$ cat src/sv/cswpt_div.sv
// pipelined restoring divider, a few quotient bits per stage
`default_nettype none

module cswpt_div #(
    parameter int NUM_W = 30,
    parameter int DEN_W = 17,
    parameter int STEP  = 5,
    parameter int STG   = 6
) (
    input  wire logic             i_clk,
    input  wire logic [STG-1:0]   i_en,
    input  wire logic [NUM_W-1:0] i_num,
    input  wire logic [DEN_W-1:0] i_den,
    output logic      [NUM_W-1:0] o_quo
);

    // r_num shifts the dividend out at the top and the quotient in at the bottom
    logic [NUM_W-1:0] r_num [STG];
    logic [DEN_W:0]   r_rem [STG];
    logic [DEN_W-1:0] r_den [STG];

    for (genvar k = 0; k < STG; k++) begin : g_stage
        logic [NUM_W-1:0] s_num;
        logic [DEN_W:0]   s_rem;
        logic [DEN_W-1:0] s_den;
        logic [NUM_W-1:0] n_num;
        logic [DEN_W:0]   n_rem;

        if (k == 0) begin : g_first
            assign s_num = i_num;
            assign s_rem = '0;
            assign s_den = i_den;
        end else begin : g_next
            assign s_num = r_num[k-1];
            assign s_rem = r_rem[k-1];
            assign s_den = r_den[k-1];
        end

        always_comb begin
            logic [NUM_W-1:0] num;
            logic [DEN_W:0]   rem;
            num = s_num;
            rem = s_rem;
            for (int j = 0; j < STEP; j++) begin
                rem = {rem[DEN_W-1:0], num[NUM_W-1]};
                num = {num[NUM_W-2:0], 1'b0};
                if (rem >= {1'b0, s_den}) begin
                    rem    = rem - {1'b0, s_den};
                    num[0] = 1'b1;
                end
            end
            n_num = num;
            n_rem = rem;
        end

        always_ff @(posedge i_clk) begin
            if (i_en[k]) begin
                r_num[k] <= n_num;
                r_rem[k] <= n_rem;
                r_den[k] <= s_den;
            end
        end
    end

    assign o_quo = r_num[STG-1];

endmodule

`default_nettype wire

$ cat config.mk
export PLATFORM = sky130hd
export DESIGN_NAME = cswpt_div
export DESIGN_NICKNAME = d
export VERILOG_FILES = /design/src/sv/cswpt_div.sv
export SDC_FILE = /design/constraint.sdc
export NUM_CORES = 2
export LEC_CHECK = 0
export BUFFER_PORTS_ARGS = -buffer_cell sky130_fd_sc_hd__buf_2
export CAP_MARGIN = 20
export CORE_MARGIN = 4
export CORE_UTILIZATION = 58
export DETAILED_ROUTE_END_ITERATION = 10
export PLACE_DENSITY = 0.75
export SYNTH_ARGS = -nofsm -noshare
export SYNTH_HDL_FRONTEND = slang
export SYNTH_SLANG_ARGS = --single-unit
$ cat constraint.sdc
create_clock -name i_clk -period 27 [get_ports i_clk]
set_input_delay 2.7 -clock i_clk [delete_from_list [all_inputs] [get_ports i_clk]]
set_output_delay 2.7 -clock i_clk [all_outputs]
set_load 0.02 [all_outputs]
==> impl_metrics.ini <==
[layout]
final_nets = 4894
fin_util_pct = 62.6
diodes = 0
drive_above_1_share_pct = 11.1
fin_cells = 5207
syn_to_final_growth_pct = 6.54

[synth]
syn_nets = 4823
netlist_instances = 4246
synth_edf_count = 350
synth_area_mm2 = 0.0389
ys.flop_type = edfxtp_1
avgSynthCellArea_um2 = 9.15
async_flop_share_pct = 0
ys_seq_area_share_pct = 27.0
synth_cell_types = 96
ys_seq_elements = 350
yosys_warnings = 0

[timing]
rsz0062_at_grt = false
setup_violations = 0
fin_crit_sh_pct = 59.6
hold_viol = 0
tightest_slew_ns = 1.04
fin_setup_tns_ns = 0
whs_ns = 0.405
max_freq_ghz = 0.0621
fin_crit_ns = 16.09
final_max_slew_viol_count = 0
slew_headroom_pct = 29.9
skew_ns = 0.0293

[cts]
htreeDepth = 2
cts.sinks = 350
root_buffer = clkbuf_16
cts-resized-gates = 0
cts_setup_buffers = 0
cts_made_buffers = 41
cts_hold_buffers = 0
clock_path_buffers = 3
cts_tree = built
insertion_delay_ns = 0.57
clk_pin_slew_ns = 0.06

[route]
vias = 32900
avgViaCountPerCell = 6.31
ant_nets = 0
wirelength_um = 105000
drtPass1Iterations = 5
wl_per_cell_um = 20.2
route.detailed.drc = 0
drt-initial-drc-count = 2584

[placed_design]
port_buffers = 83
place_inst = 5138
routabilityCongestion = 0.969
hpwl_um = 82400

[critical_path]
worst-setup-path-type = register to register
cp_max_fo = 24
cp.required_ns = 27.28
slowest_delay_ns = 0.75
arrival_ns = 16.37
r2r_slack_ns = 10.91
worstSetupStartpointType = register
critPathMostFrequentCell = a21oi_1
r2r_start = r_den[0][1]
timing.rr.end = r_rem[1][16]
cp_slowest_cell = o41ai_1
endpoint_kind = register
reg2reg_depth = 54

[die]
coreArea_mm2 = 0.0661
fp.dieW_um = 267
die_area_mm2 = 0.0712
rows = 94
start_util_pct = 58.8
ios = 84
die_h_um = 267

[grt]
grt.overflow.total = 0
grt_pass1_vias = 31400
grt_pass1_wl_um = 166000
grt_usage_pct = 28.9
antenna_found_initial = 1
grt_max_degree = 65

[min_path]
hp-class = register to register
holdCritStartpoint = r_num[1][13]
holdPathEnd = r_num[2][18]
worstHoldPathCells = 0

[outcome]
status = finished, final reports clean

[flow_run]
maxCapViolCount = 0
==> routing by layer <==
metal  share of wire, %  vias to the layer above  global-route usage, %  wire length [um]
li1                   -                    16100                      -                 -
met1                 43                    15500                   38.0             45400
met2                 46                     1074                   48.7             48600
met3                5.9                      253                   3.32              6150
met4                4.5                        0                   11.8              4740
met5                  0                        -                      0                 0
==> cell usage after synthesis, drive strengths merged, types with 50 or more instances <==
cell type	count	share of area, %
xnor2	240	5.4
nor3	96	1.2
nor2	308	3.0
o21a	70	1.4
xor2	107	2.4
nand2	260	2.5
nor2b	79	1.3
a21oi	316	4.1
nand4	68	1.1
mux2i	69	1.8
ha	495	16
a21o	166	3.2
o21ai	239	3.1
nand2b	50	0.81
mux2	246	7.2
edfxtp	350	27
inv	309	3.0
nand3	74	0.95
==> cell usage in the layout, fill, tap and decap left out, drive strengths merged, types with 26 or more instances in the layout <==
cell type  Yosys  routed
a21oi        316     316
or2           33      33
o21bai        31      31
clkbuf        35      44
nand4         68      68
and2          29      29
nor2b         79      79
or3           26      26
xnor2        240     240
mux2i         69      69
nor3          96      96
a21boi        30      30
and3          33      33
a31oi         37      37
a21o         166     166
edfxtp       350     350
inv          309     312
nand2b        50      50
o21a          70      70
o211ai        36      36
xor2         107     107
fa            28      28
nor2         308     308
ha           495     495
nand2        260     260
a211oi        46      46
mux2         246     246
buf           36      99
a221o         30      30
nand3         74      74
o21ai        239     239
==> worst max-delay path, delay by kind of cell, from the launching register on <==
family,cells,cell delay (ns)
AOI/OAI and AO/OA,36,9.80
adders and majority gates,5,2.00
buffers and inverters,6,1.68
muxes,3,1.06
and+or+nand+nor,4,0.69
DFF,1,0.54
==> area by class of cell <==
type	count	area [um2]
clock buffers	44	1040
clock inverters	25	206
fillers	5655	24700
inverters	311	1170
multi-input cells	3514	26800
flip-flops and latches	350	10500
well taps	864	1080
repair buffers	99	548
==> worst max-delay path by stage <==
stage                     depth (start not counted)  slack, ns        start            to
after floorplan                                  52      13.00    i_num[29]  r_rem[0][11]
after global placement                           48      11.22     i_den[0]   r_rem[0][2]
after detailed placement                         49      10.91     i_den[0]   r_rem[0][8]
after CTS                                        54      11.24  r_den[0][1]  r_rem[1][16]
after global routing                             54       9.89  r_den[0][1]  r_rem[1][14]
final                                            54      10.91  r_den[0][1]  r_rem[1][16]
==> kinds of logic after synthesis <==
group / share of synthesized area (%)
AO/OA/AOI/OAI: 20.6
AND/OR/NAND/NOR: 14.2
adder cells (fa/ha/maj): 17.4
buffers and inverters: 3.90
flip-flops: 27.0
XOR/XNOR: 7.82
multiplexers: 9.02
==> state kept, by name, summed over array words and instances (netlist names) <==
| signal | flops |
|---|---|
| r_den | 85 |
| r_num | 180 |
| r_rem | 85 |
==> per-stage QoR <==
stage	area [um2]	setup slack [ns]
after floorplan	38900	13.00
after global placement	40200	11.22
after detailed placement	40200	10.91
after CTS	41400	11.24
after global routing	41400	9.89
final	41400	10.91
Power is not shown: default switching activity piles up to over one toggle a cycle in this logic, so the estimate is an artifact.
